<file path="src/rtl/tmb_pkg.sv">
// Shared constants, request codes and types for the timer bank.
`default_nettype none

package tmb_pkg;

  // Bank sizes and counter width
  localparam int NUM_PERIODIC = 8;
  localparam int NUM_TIMEOUTS = 8;
  localparam int COUNT_WIDTH  = 32;

  // Port widths fixed by the interface
  localparam int REQ_W   = 3;
  localparam int CH_W    = 3;
  localparam int LEN_W   = 32;
  localparam int MARK_W  = 8;
  localparam int USE_W   = 4;
  // In-use counts after clamping; holds values up to 63
  localparam int EFF_W   = 6;

  // Configuration port
  localparam int CFG_IDX_W = 1;
  localparam logic [CFG_IDX_W-1:0] CFG_PERIODS_IN_USE  = 1'b0;
  localparam logic [CFG_IDX_W-1:0] CFG_TIMEOUTS_IN_USE = 1'b1;
  localparam logic [USE_W-1:0]     USE_RESET           = 4'd8;

  // Request codes
  localparam logic [REQ_W-1:0] REQ_TICK      = 3'd0;
  localparam logic [REQ_W-1:0] REQ_START     = 3'd1;
  localparam logic [REQ_W-1:0] REQ_CLEAR_END = 3'd2;
  localparam logic [REQ_W-1:0] REQ_STOP      = 3'd3;
  localparam logic [REQ_W-1:0] REQ_LOAD      = 3'd4;

  // Request handed from the input stage to both banks
  typedef struct packed {
    logic                   apply;
    logic [REQ_W-1:0]       kind;
    logic [CH_W-1:0]        ch;
    logic [COUNT_WIDTH-1:0] len;
  } tmb_req_t;

endpackage

`default_nettype wire

</file>
<file path="src/rtl/tmb_period_bank.sv">
// Periodic timers: count, reload length, active and end marks per channel.
`default_nettype none

module tmb_period_bank
  import tmb_pkg::*;
(
  input  wire logic                    clk,
  input  wire logic                    rst_n,
  input  wire tmb_req_t                req,
  input  wire logic [EFF_W-1:0]        eff_count,
  output logic      [NUM_PERIODIC-1:0] end_nxt,
  output logic      [NUM_PERIODIC-1:0] active_nxt
);

  logic [COUNT_WIDTH-1:0] count_r  [NUM_PERIODIC];
  logic [COUNT_WIDTH-1:0] length_r [NUM_PERIODIC];
  logic [NUM_PERIODIC-1:0] active_r;
  logic [NUM_PERIODIC-1:0] end_r;

  genvar i;
  generate
    for (i = 0; i < NUM_PERIODIC; i++) begin : g_chan
      logic                   in_use;
      logic                   hit;
      logic                   tick;
      logic [COUNT_WIDTH-1:0] dec;
      logic [COUNT_WIDTH-1:0] count_nxt;
      logic [COUNT_WIDTH-1:0] length_nxt;

      assign in_use = EFF_W'(i) < eff_count;
      assign hit    = req.apply && in_use && ({{(EFF_W-CH_W){1'b0}}, req.ch} == EFF_W'(i));
      assign tick   = req.apply && in_use && active_r[i] && (req.kind == REQ_TICK);
      assign dec    = count_r[i] - COUNT_WIDTH'(1);

      always_comb begin
        count_nxt     = count_r[i];
        length_nxt    = length_r[i];
        active_nxt[i] = active_r[i];
        end_nxt[i]    = end_r[i];
        if (tick) begin
          if (dec == '0) begin
            end_nxt[i] = 1'b1;
            count_nxt  = length_r[i];
          end else begin
            count_nxt  = dec;
          end
        end else if (hit) begin
          if (req.kind == REQ_START) begin
            active_nxt[i] = 1'b1;
            length_nxt    = req.len;
            count_nxt     = req.len;
          end else if (req.kind == REQ_CLEAR_END) begin
            end_nxt[i] = 1'b0;
          end else if (req.kind == REQ_STOP) begin
            active_nxt[i] = 1'b0;
          end
        end
      end

      always_ff @(posedge clk) begin
        count_r[i]  <= count_nxt;
        length_r[i] <= length_nxt;
      end
    end
  endgenerate

  always_ff @(posedge clk) begin
    if (!rst_n) begin
      active_r <= '0;
      end_r    <= '0;
    end else begin
      active_r <= active_nxt;
      end_r    <= end_nxt;
    end
  end

endmodule

`default_nettype wire

</file>
<file path="src/rtl/tmb_timeout_bank.sv">
// One-shot timeout counters that count down to zero on ticks.
`default_nettype none

module tmb_timeout_bank
  import tmb_pkg::*;
(
  input  wire logic                    clk,
  input  wire logic                    rst_n,
  input  wire tmb_req_t                req,
  input  wire logic [EFF_W-1:0]        eff_count,
  output logic      [NUM_TIMEOUTS-1:0] expired_nxt
);

  logic [COUNT_WIDTH-1:0] count_r   [NUM_TIMEOUTS];
  logic [COUNT_WIDTH-1:0] count_nxt [NUM_TIMEOUTS];

  genvar i;
  generate
    for (i = 0; i < NUM_TIMEOUTS; i++) begin : g_chan
      logic in_use;
      logic hit;

      assign in_use = EFF_W'(i) < eff_count;
      assign hit    = req.apply && in_use && ({{(EFF_W-CH_W){1'b0}}, req.ch} == EFF_W'(i));

      always_comb begin
        count_nxt[i] = count_r[i];
        if (req.apply && in_use && (req.kind == REQ_TICK) && (count_r[i] != '0)) begin
          count_nxt[i] = count_r[i] - COUNT_WIDTH'(1);
        end else if (hit && (req.kind == REQ_LOAD)) begin
          count_nxt[i] = req.len;
        end
      end

      assign expired_nxt[i] = (count_nxt[i] == '0);

      always_ff @(posedge clk) begin
        if (!rst_n) begin
          count_r[i] <= '0;
        end else begin
          count_r[i] <= count_nxt[i];
        end
      end
    end
  endgenerate

endmodule

`default_nettype wire

</file>
<file path="src/rtl/periodic_and_timeout_timer_bank.sv">
// Top level: request register, periodic and timeout banks, result register.
`default_nettype none

// Bank of 8 periodic timers and 8 one-shot timeouts, 32-bit counts. Each
// request (tick, start period, clear end mark, stop period, load timeout)
// returns one result: end marks, active marks and expired-timeout marks as
// seen after the request took effect. Throughput is one request per cycle
// while the result is not stalled: the request is captured in the input
// register at its transfer edge, then all counters update in parallel in
// one pass and the mark vectors land in the result register when the
// request is applied.
// A stalled result holds the pipe; the input register still takes one more
// request behind it. periods_in_use / timeouts_in_use (cfg index 0 / 1,
// reset 8, values above 8 act as 8) limit which channels ticks update and
// which indexes requests accept; an index at or above the in-use count is
// ignored. Request codes 5..7 change nothing and just report the marks.
// Write config only while the block is idle.

module periodic_and_timeout_timer_bank
  import tmb_pkg::*;
(
  input  wire logic                 clk,
  input  wire logic                 rst_n,
  // config write port
  input  wire logic                 cfg_we,
  input  wire logic [CFG_IDX_W-1:0] cfg_index,
  input  wire logic [USE_W-1:0]     cfg_wdata,
  // request channel
  input  wire logic                 in_valid,
  output logic                      in_ready,
  input  wire logic [REQ_W-1:0]     in_req_type,
  input  wire logic [CH_W-1:0]      in_channel_index,
  input  wire logic [LEN_W-1:0]     in_length_value,
  // result channel
  output logic                      out_valid,
  input  wire logic                 out_ready,
  output logic [MARK_W-1:0]         out_period_end_marks,
  output logic [MARK_W-1:0]         out_period_active_marks,
  output logic [MARK_W-1:0]         out_timeout_expired_marks
);

  // Config registers
  logic [USE_W-1:0] periods_in_use_r;
  logic [USE_W-1:0] timeouts_in_use_r;

  always_ff @(posedge clk) begin
    if (!rst_n) begin
      periods_in_use_r  <= USE_RESET;
      timeouts_in_use_r <= USE_RESET;
    end else if (cfg_we) begin
      unique case (cfg_index)
        CFG_PERIODS_IN_USE:  periods_in_use_r  <= cfg_wdata;
        CFG_TIMEOUTS_IN_USE: timeouts_in_use_r <= cfg_wdata;
        default: ;
      endcase
    end
  end

  // Clamp in-use counts to the bank sizes
  logic [EFF_W-1:0] eff_periods;
  logic [EFF_W-1:0] eff_timeouts;
  logic [EFF_W-1:0] use_p_ext;
  logic [EFF_W-1:0] use_t_ext;

  assign use_p_ext    = {{(EFF_W-USE_W){1'b0}}, periods_in_use_r};
  assign use_t_ext    = {{(EFF_W-USE_W){1'b0}}, timeouts_in_use_r};
  assign eff_periods  = (use_p_ext > EFF_W'(NUM_PERIODIC)) ? EFF_W'(NUM_PERIODIC) : use_p_ext;
  assign eff_timeouts = (use_t_ext > EFF_W'(NUM_TIMEOUTS)) ? EFF_W'(NUM_TIMEOUTS) : use_t_ext;

  // Input register stage
  logic                   s1_valid_r;
  logic [REQ_W-1:0]       s1_kind_r;
  logic [CH_W-1:0]        s1_ch_r;
  logic [COUNT_WIDTH-1:0] s1_len_r;
  logic                   s1_adv;     // request applies to state this cycle
  logic                   in_xfer;

  // result register moves when empty or being drained
  assign s1_adv   = s1_valid_r && (!out_valid || out_ready);
  assign in_ready = !s1_valid_r || s1_adv;
  assign in_xfer  = in_valid && in_ready;

  always_ff @(posedge clk) begin
    if (!rst_n) begin
      s1_valid_r <= 1'b0;
    end else if (in_ready) begin
      s1_valid_r <= in_valid;
    end
  end

  always_ff @(posedge clk) begin
    if (in_xfer) begin
      s1_kind_r <= in_req_type;
      s1_ch_r   <= in_channel_index;
      s1_len_r  <= in_length_value[COUNT_WIDTH-1:0];
    end
  end

  // Request to both banks; state only changes on s1_adv
  tmb_req_t bank_req;
  assign bank_req = '{apply: s1_adv, kind: s1_kind_r, ch: s1_ch_r, len: s1_len_r};

  logic [NUM_PERIODIC-1:0] end_nxt;
  logic [NUM_PERIODIC-1:0] active_nxt;
  logic [NUM_TIMEOUTS-1:0] expired_nxt;

  tmb_period_bank u_period (
    .clk        (clk),
    .rst_n      (rst_n),
    .req        (bank_req),
    .eff_count  (eff_periods),
    .end_nxt    (end_nxt),
    .active_nxt (active_nxt)
  );

  tmb_timeout_bank u_timeout (
    .clk         (clk),
    .rst_n       (rst_n),
    .req         (bank_req),
    .eff_count   (eff_timeouts),
    .expired_nxt (expired_nxt)
  );

  // Map bank vectors onto the 8-bit result fields; missing channels read zero
  logic [MARK_W-1:0] end_marks;
  logic [MARK_W-1:0] active_marks;
  logic [MARK_W-1:0] expired_marks;

  genvar k;
  generate
    for (k = 0; k < MARK_W; k++) begin : g_map
      if (k < NUM_PERIODIC) begin : g_p
        assign end_marks[k]    = end_nxt[k];
        assign active_marks[k] = active_nxt[k];
      end else begin : g_pz
        assign end_marks[k]    = 1'b0;
        assign active_marks[k] = 1'b0;
      end
      if (k < NUM_TIMEOUTS) begin : g_t
        assign expired_marks[k] = expired_nxt[k];
      end else begin : g_tz
        assign expired_marks[k] = 1'b0;
      end
    end
  endgenerate

  // Result register
  logic              out_valid_r;
  logic [MARK_W-1:0] end_marks_r;
  logic [MARK_W-1:0] active_marks_r;
  logic [MARK_W-1:0] expired_marks_r;

  always_ff @(posedge clk) begin
    if (!rst_n) begin
      out_valid_r <= 1'b0;
    end else if (!out_valid_r || out_ready) begin
      out_valid_r <= s1_valid_r;
    end
  end

  always_ff @(posedge clk) begin
    if (s1_adv) begin
      end_marks_r     <= end_marks;
      active_marks_r  <= active_marks;
      expired_marks_r <= expired_marks;
    end
  end

  assign out_valid                 = out_valid_r;
  assign out_period_end_marks      = end_marks_r;
  assign out_period_active_marks   = active_marks_r;
  assign out_timeout_expired_marks = expired_marks_r;

  // Checks

  // A new request never lands on a held one that has not moved on
  a_no_overwrite: assert property (@(posedge clk) disable iff (!rst_n)
    (in_xfer && s1_valid_r) |-> s1_adv)
    else $error("input register overwritten before its request was applied");

  // Every applied request produces a result next cycle
  a_adv_gives_result: assert property (@(posedge clk) disable iff (!rst_n)
    s1_adv |=> out_valid)
    else $error("applied request produced no result");

  // Clamped in-use counts stay within the banks
  a_eff_bound: assert property (@(posedge clk) disable iff (!rst_n)
    (eff_periods <= EFF_W'(NUM_PERIODIC)) && (eff_timeouts <= EFF_W'(NUM_TIMEOUTS)))
    else $error("in-use count exceeds bank size");

  // A stalled result stays valid and unchanged
  a_result_held: assert property (@(posedge clk) disable iff (!rst_n)
    (out_valid && !out_ready) |=> out_valid && $stable(end_marks_r) &&
      $stable(active_marks_r) && $stable(expired_marks_r))
    else $error("stalled result changed");

endmodule

`default_nettype wire
</file>
<file path="config.mk">
export PLATFORM = sky130hd
export DESIGN_NAME = periodic_and_timeout_timer_bank
export DESIGN_NICKNAME = d
export VERILOG_FILES = /design/src/rtl/tmb_pkg.sv /design/src/rtl/tmb_period_bank.sv /design/src/rtl/tmb_timeout_bank.sv /design/src/rtl/periodic_and_timeout_timer_bank.sv
export SDC_FILE = /design/constraint.sdc
export NUM_CORES = 2
export LEC_CHECK = 0
export ABC_CLOCK_PERIOD_IN_PS = 4700
export BUFFER_PORTS_ARGS = -buffer_cell sky130_fd_sc_hd__buf_2
export CAP_MARGIN = 10
export CORE_MARGIN = 4
export CORE_UTILIZATION = 40
export CTS_CLUSTER_SIZE = 25
export DETAILED_ROUTE_END_ITERATION = 6
export MAX_ROUTING_LAYER = met4
export PLACE_DENSITY = 0.58
export SYNTH_ARGS = -nofsm -noshare
export SYNTH_HDL_FRONTEND = slang
export SYNTH_SLANG_ARGS = --single-unit
</file>
<file path="constraint.sdc">
create_clock -name clk -period 4.7 [get_ports clk]
set_input_delay 0.94 -clock clk [delete_from_list [all_inputs] [get_ports clk]]
set_output_delay 0.94 -clock clk [all_outputs]
set_load 0.02 [all_outputs]
</file>
; Word level (Yosys, flattened, before mapping)
; Memory sizes are Yosys's and may differ from the RTL's.
; Cells that the tools add are included.
[op_classes]
add_sub_neg = 16
order_cmp = 18
eq_ne = 11
n_mux = 164
n_bitwise = 9
reduce_logical = 106
[ops]
columns = cell, n
row1 = two-way mux 32 bit, 80
row2 = zero test 32 bit, 16
row3 = "subtractor 32 x 1 -> 32 bit, second input constant", 16
row4 = nonzero test 32 bit, 8
row5 = two-way mux 1 bit, 82
row6 = logical AND 1 bit, 74
row7 = "less-than comparator 3 x 4 -> 1 bit, first input constant", 8
row8 = "less-than comparator 1 x 4 -> 1 bit, first input constant", 4
row9 = "less-than comparator 2 x 4 -> 1 bit, first input constant", 4
row10 = "== test 3 bit, second input constant", 5
row11 = "== test 3 x 2 -> 1 bit, second input constant", 4
row12 = "> comparator 4 bit, second input constant", 2
row13 = two-way mux 4 bit, 2
row14 = bitwise OR 1 bit, 8
row15 = "== test 3 x 1 -> 1 bit, second input constant", 2
row16 = zero test 3 bit, 2
row17 = AND reduction 2 bit, 2
row18 = zero test 1 bit, 2
row19 = logical OR 1 bit, 2
row20 = NOT 1 bit, 1
[word_totals]
regBits = 88
ram_bits = 768
in_bits = 48
output_inout_bits = 26
word_cells = 339
n_memories = 3
[memory_table]
columns = name, words, width, rd, rd_clocked_by_memory_dff, write_ports, line_no
row1 = u_period.count_r, 8, 32, 8, 0, 8, tmb_period_bank.sv:15  ; logic [COUNT_WIDTH-1:0] count_r [NUM_PERIODIC];
row2 = u_period.length_r, 8, 32, 8, 0, 8, tmb_period_bank.sv:16  ; logic [COUNT_WIDTH-1:0] length_r [NUM_PERIODIC];
row3 = u_timeout.count_r, 8, 32, 8, 0, 8, tmb_timeout_bank.sv:14  ; logic [COUNT_WIDTH-1:0] count_r [NUM_TIMEOUTS];

; Depth between registers and ports, before layout
[logic_depth]
depth_word = 9
mapped_depth = 14
depth_no_buf = 11

; Hierarchy
; From an unflattened synthesis, not the netlist that was laid out.
[hier_totals]
cells_unflattened = 5165
hier_area_um2 = 48346.4
[by_module_without_submodules]
columns = module, instances, cells_per_inst, area_per_inst_um2, seq_area_each_um2
row1 = tmb_period_bank, 1, 2579, 27744.1, 15695.1
row2 = tmb_timeout_bank, 1, 2473, 18295.0, 5124.9
row3 = periodic_and_timeout_timer_bank, 1, 113, 2307.2, 2062.0

; Worst setup path before layout
; OpenSTA, ideal clock, no wires.
[synth_timing]
path_type = input -> register
startpoint = input port out_ready
endpoint = memory u_period.count_r[3][4], in the netlist u_period.count_r[0][100], enable pin
setup_time_ps = 467
arrival_ps = 4116
t_required_ps = 4233
slack_ps = 117
path_stages = 6
path_buffers = 1
path_cell_list = nand2b_1 > clkbuf_1 > nand2_1 > nor2_1 > nand4b_1 > o21ai_0
[synth_lines]
columns = item, line_no
row1 = "start, declared", periodic_and_timeout_timer_bank.sv:36  ; input wire logic out_ready,
row2 = "end, declared", tmb_period_bank.sv:15

==> impl_metrics.yaml <==
synth:
  synth.avg_cell_area_sq_um: 9.23
  synthArstFlopShare_pct: 0
  synth_edf_count: 574
  syn_area_sq_um: 46100
  ys_warn_count: 0
  synth_nets: 5075
  seq_area_frac_synth_pct: 49.7
  syn_inst: 4995
  synth-main-ff-cell: "edfxtp_1"
  synth.distinct_cells: 90
  yosys_register_bits: 856
cells_and_area:
  final_net_count: 5132
  fillers: 10900
  area_growth_pct: 12.8
  num_antenna_cells: 0
  drive_gt1_share_pct: 10.5
  postLayoutCoreUtil_pct: 45.5
grt:
  antenna_found_initial: 8
  grt_max_degree: 74
  grt_pass1_wl_mm: 236
  grt_pass1_vias: 37000
  grtUsageTotal_pct: 26.0
  grt-ovfl-total: 0
timing:
  holdWs_ns: 0.423
  grt_setup_unrepaired: "false"
  skew_ns: 0.0248
  hold_viol_final: 0
  fin_tns_setup_ns: 0
  period_minus_slack_ns: 4.07
  worst_pin_slew_ns: 1.23
  fin_ws_ns: 0.635
  period_share_pct: 86.5
  slew-limit-headroom_pct: 18.0
  slew_violations: 0
  setup_viol: 0
  fmax_ghz: 0.246
setup_path:
  rr_startpoint: "u_period.count_r[0][64]"
  r2r_end: "u_period.count_r[0][64]"
  crit_path_max_fanout: 18
  crit_type: "reg2reg"
  cp_data_required_time_ns: 5.10
  endpoint: "u_period.count_r[0][64]"
  rrSetupSlack_ns: 0.63
  worstSetupEndpointType: "flop"
  cp-start-kind: "flop"
  cp.arrival_ns: 4.47
  startpoint: "u_period.count_r[0][64]"
  r2r_cells: 10
floorplan:
  dieHeight_um: 347
  ios: 74
  die-area_sq_um: 121000
  die_w_um: 347
  initial_core_util_pct: 40.3
  num_rows: 124
  core_area_sq_um: 114000
pwr:
  powerDensity_nw_per_um2: 346
  leakagePower_uw: 0.0187
  pwr-share-seq_pct: 46.2
  switching_power_uw: 4780
  combPwrFrac_pct: 11.0
  p_int_uw: 13200
  peakVddDrop_mv: 0.265
  clkPwrFrac_pct: 42.7
  swShare_pct: 26.5
clock_tree:
  postCtsSetupRepairBufs: 0
  h-tree-depth: 3
  tritoncts: "yes"
  cts-root-buf: "clkbuf_16"
  numCtsBuffers: 94
  path_clk_slew_ns: 0.06
  cts.sinks: 856
  cts_hold_buf: 0
  cts_buffer_depth: 3
  clk_latency_ns: 0.69
  cts_resized: 0
place:
  pre_cts_ws_ns: 0.368
  hpwl_mm: 105
  routabilityCongestion: 0.939
  portBuffers: 73
routing:
  drtAntennaViolNets: 0
  wl_per_cell_um: 24.0
  drt_first_pass_iters: 6
  drtIter0Drc: 5162
  wirelength_mm: 159
  drcViolationCount: 0
  route.vias.total: 40300
  via_per_inst: 6.06
hold_path:
  worstHoldPathType: "in2reg"
flow_run:
  cap_violations: 0
status:
  status: "complete, no violations"
-- layer usage --
metal | routed length, um | track usage, % | share of wire [%]
met1 | 69600 | 36.2 | 44
met2 | 70800 | 39.3 | 44
met3 | 14300 | 4.28 | 8.9
met4 | 4860 | 7.28 | 3.1
met5 | 0 | - | 0
-- Yosys cell counts (10+ instances only) --
cell type | count | share of area, %
nand2b_1 | 35 | 0.48
and2_1 | 107 | 1.5
and3_1 | 52 | 0.71
a21boi_0 | 10 | 0.16
a211o_1 | 16 | 0.30
nand2_1 | 434 | 3.5
mux2i_1 | 22 | 0.48
nor3b_1 | 27 | 0.44
or4_1 | 73 | 1.2
buf_2 | 14 | 0.15
o21ai_0 | 238 | 2.6
clkbuf_1 | 267 | 2.2
nor2_1 | 683 | 5.6
inv_1 | 84 | 0.68
a31oi_1 | 68 | 0.92
ha_1 | 32 | 0.87
buf_1 | 17 | 0.14
nor4_1 | 158 | 2.1
o21a_1 | 19 | 0.31
a21o_1 | 75 | 1.2
a311oi_1 | 28 | 0.53
nand3_1 | 166 | 1.8
a21oi_1 | 393 | 4.3
xor2_1 | 127 | 2.4
and4_1 | 13 | 0.25
o31ai_1 | 25 | 0.41
o211ai_1 | 17 | 0.28
or2_2 | 34 | 0.46
dfxtp_1 | 282 | 12
nand3b_1 | 16 | 0.26
a211oi_1 | 29 | 0.47
or3_1 | 79 | 1.1
nor4b_1 | 16 | 0.30
nand4_1 | 88 | 1.2
o22ai_1 | 36 | 0.49
o221ai_1 | 61 | 1.2
xnor2_1 | 137 | 2.6
a311o_1 | 12 | 0.26
nor3_1 | 225 | 2.4
nand4b_1 | 17 | 0.32
edfxtp_1 | 574 | 37
a221oi_1 | 11 | 0.21
-- worst min path at each step --
| stage | depth (start not counted) | slack, ns | startpoint | to |
|---|---|---|---|---|
| after floorplan | 2 | 0.47 | u_timeout.count_r[1][81] | u_timeout.count_r[1][81] |
| after global placement | 2 | 0.48 | u_period.end_r[0] | u_period.end_r[0] |
| after detailed placement | 2 | 0.49 | u_period.end_r[2] | u_period.end_r[2] |
| after CTS | 1 | 0.38 | in_length_value[20] | s1_len_r[20] |
| after global routing | 1 | 0.39 | in_length_value[11] | s1_len_r[11] |
| final | 1 | 0.42 | in_length_value[20] | s1_len_r[20] |
-- worst max-delay path, stage by stage (launching register included) --
cell	delay, ns
edfxtp_1	0.44
or4_1	0.61
or4_1	0.57
or3_1	0.47
nor4_1	0.27
xor2_1	0.14
or4_1	0.53
nor3_2	0.16
buf_4	0.28
mux2i_1	0.21
o21ai_0	0.09
-- power by group through the flow --
| stage | clock network, uW | logic, uW | registers [uW] |
|---|---|---|---|
| finish | 7690 | 1990 | 8310 |
| global route | 8100 | 2140 | 8320 |
| CTS | 7830 | 1950 | 8310 |
| detailed placement | 0 | 1940 | 8470 |
| global placement | 0 | 1930 | 8470 |
| floorplan | 0 | 1230 | 8410 |
-- through the flow --
| step | total power (uW) | area, sq um | cells |
|---|---|---|---|
| after floorplan | 9640 | 46100 | 4995 |
| after CTS | 18100 | 52000 | 6643 |
| after global routing | 18600 | 52000 | 6643 |
| after global placement | 10400 | 48900 | 6468 |
| after detailed placement | 10400 | 48900 | 6468 |
| final | 18000 | 52000 | 6643 |
-- area by class of cell --
cell class	instances	area, sq um	share of cell area [%]
Clock buffer	128	2580	4.97
Clock inverter	47	554	1.07
Inverter	85	324	0.623
Multi-Input combinational cell	3752	21900	42.1
Sequential cell	856	22900	44.0
Tap cell	1512	1890	3.64
Timing Repair Buffer	263	1880	3.62
-- registers in the layout, summed over array words and instances, names as in the netlist --
signal                     cells
u_period.count_r             256
u_period.length_r            256
u_timeout.count_r            256
s1_len_r                      32
out_period_active_marks        8
out_period_end_marks           8
out_timeout_expired_marks      8
u_period.active_r              8
u_period.end_r                 8
periods_in_use_r               4
timeouts_in_use_r              4
s1_ch_r                        3
s1_kind_r                      3
out_valid                      1
s1_valid_r                     1
-- layout by cell type, fill, tap and decap left out, drive strengths merged, types with 32 or more instances in the layout --
master and instances:
o21ai 241, a31oi 68, xnor2 137, nor4 167, nand2b 35, or2 36
nand3 166, dfxtp 282, nand2 434, a21o 75, o22ai 36, or3 80
edfxtp 574, a21oi 395, and3 52, nand4 88, or4 77, xor2 127
and2 107, inv 89, buf 263, nor3 227, nor2 684, clkbuf 128
o221ai 61, ha 32
-- cells by family after synthesis --
family,after synthesis,synth area share [%]
xor gates and xnor gates,264,5.02
and+or+nand+nor,2280,24.8
muxes,31,0.698
buffers and inverters,387,3.26
AOI/OAI and AO/OA,1145,15.7
DFF,856,49.7
adders and majority gates,32,0.869
No activity file was read; power rests on OpenSTA's default activity.
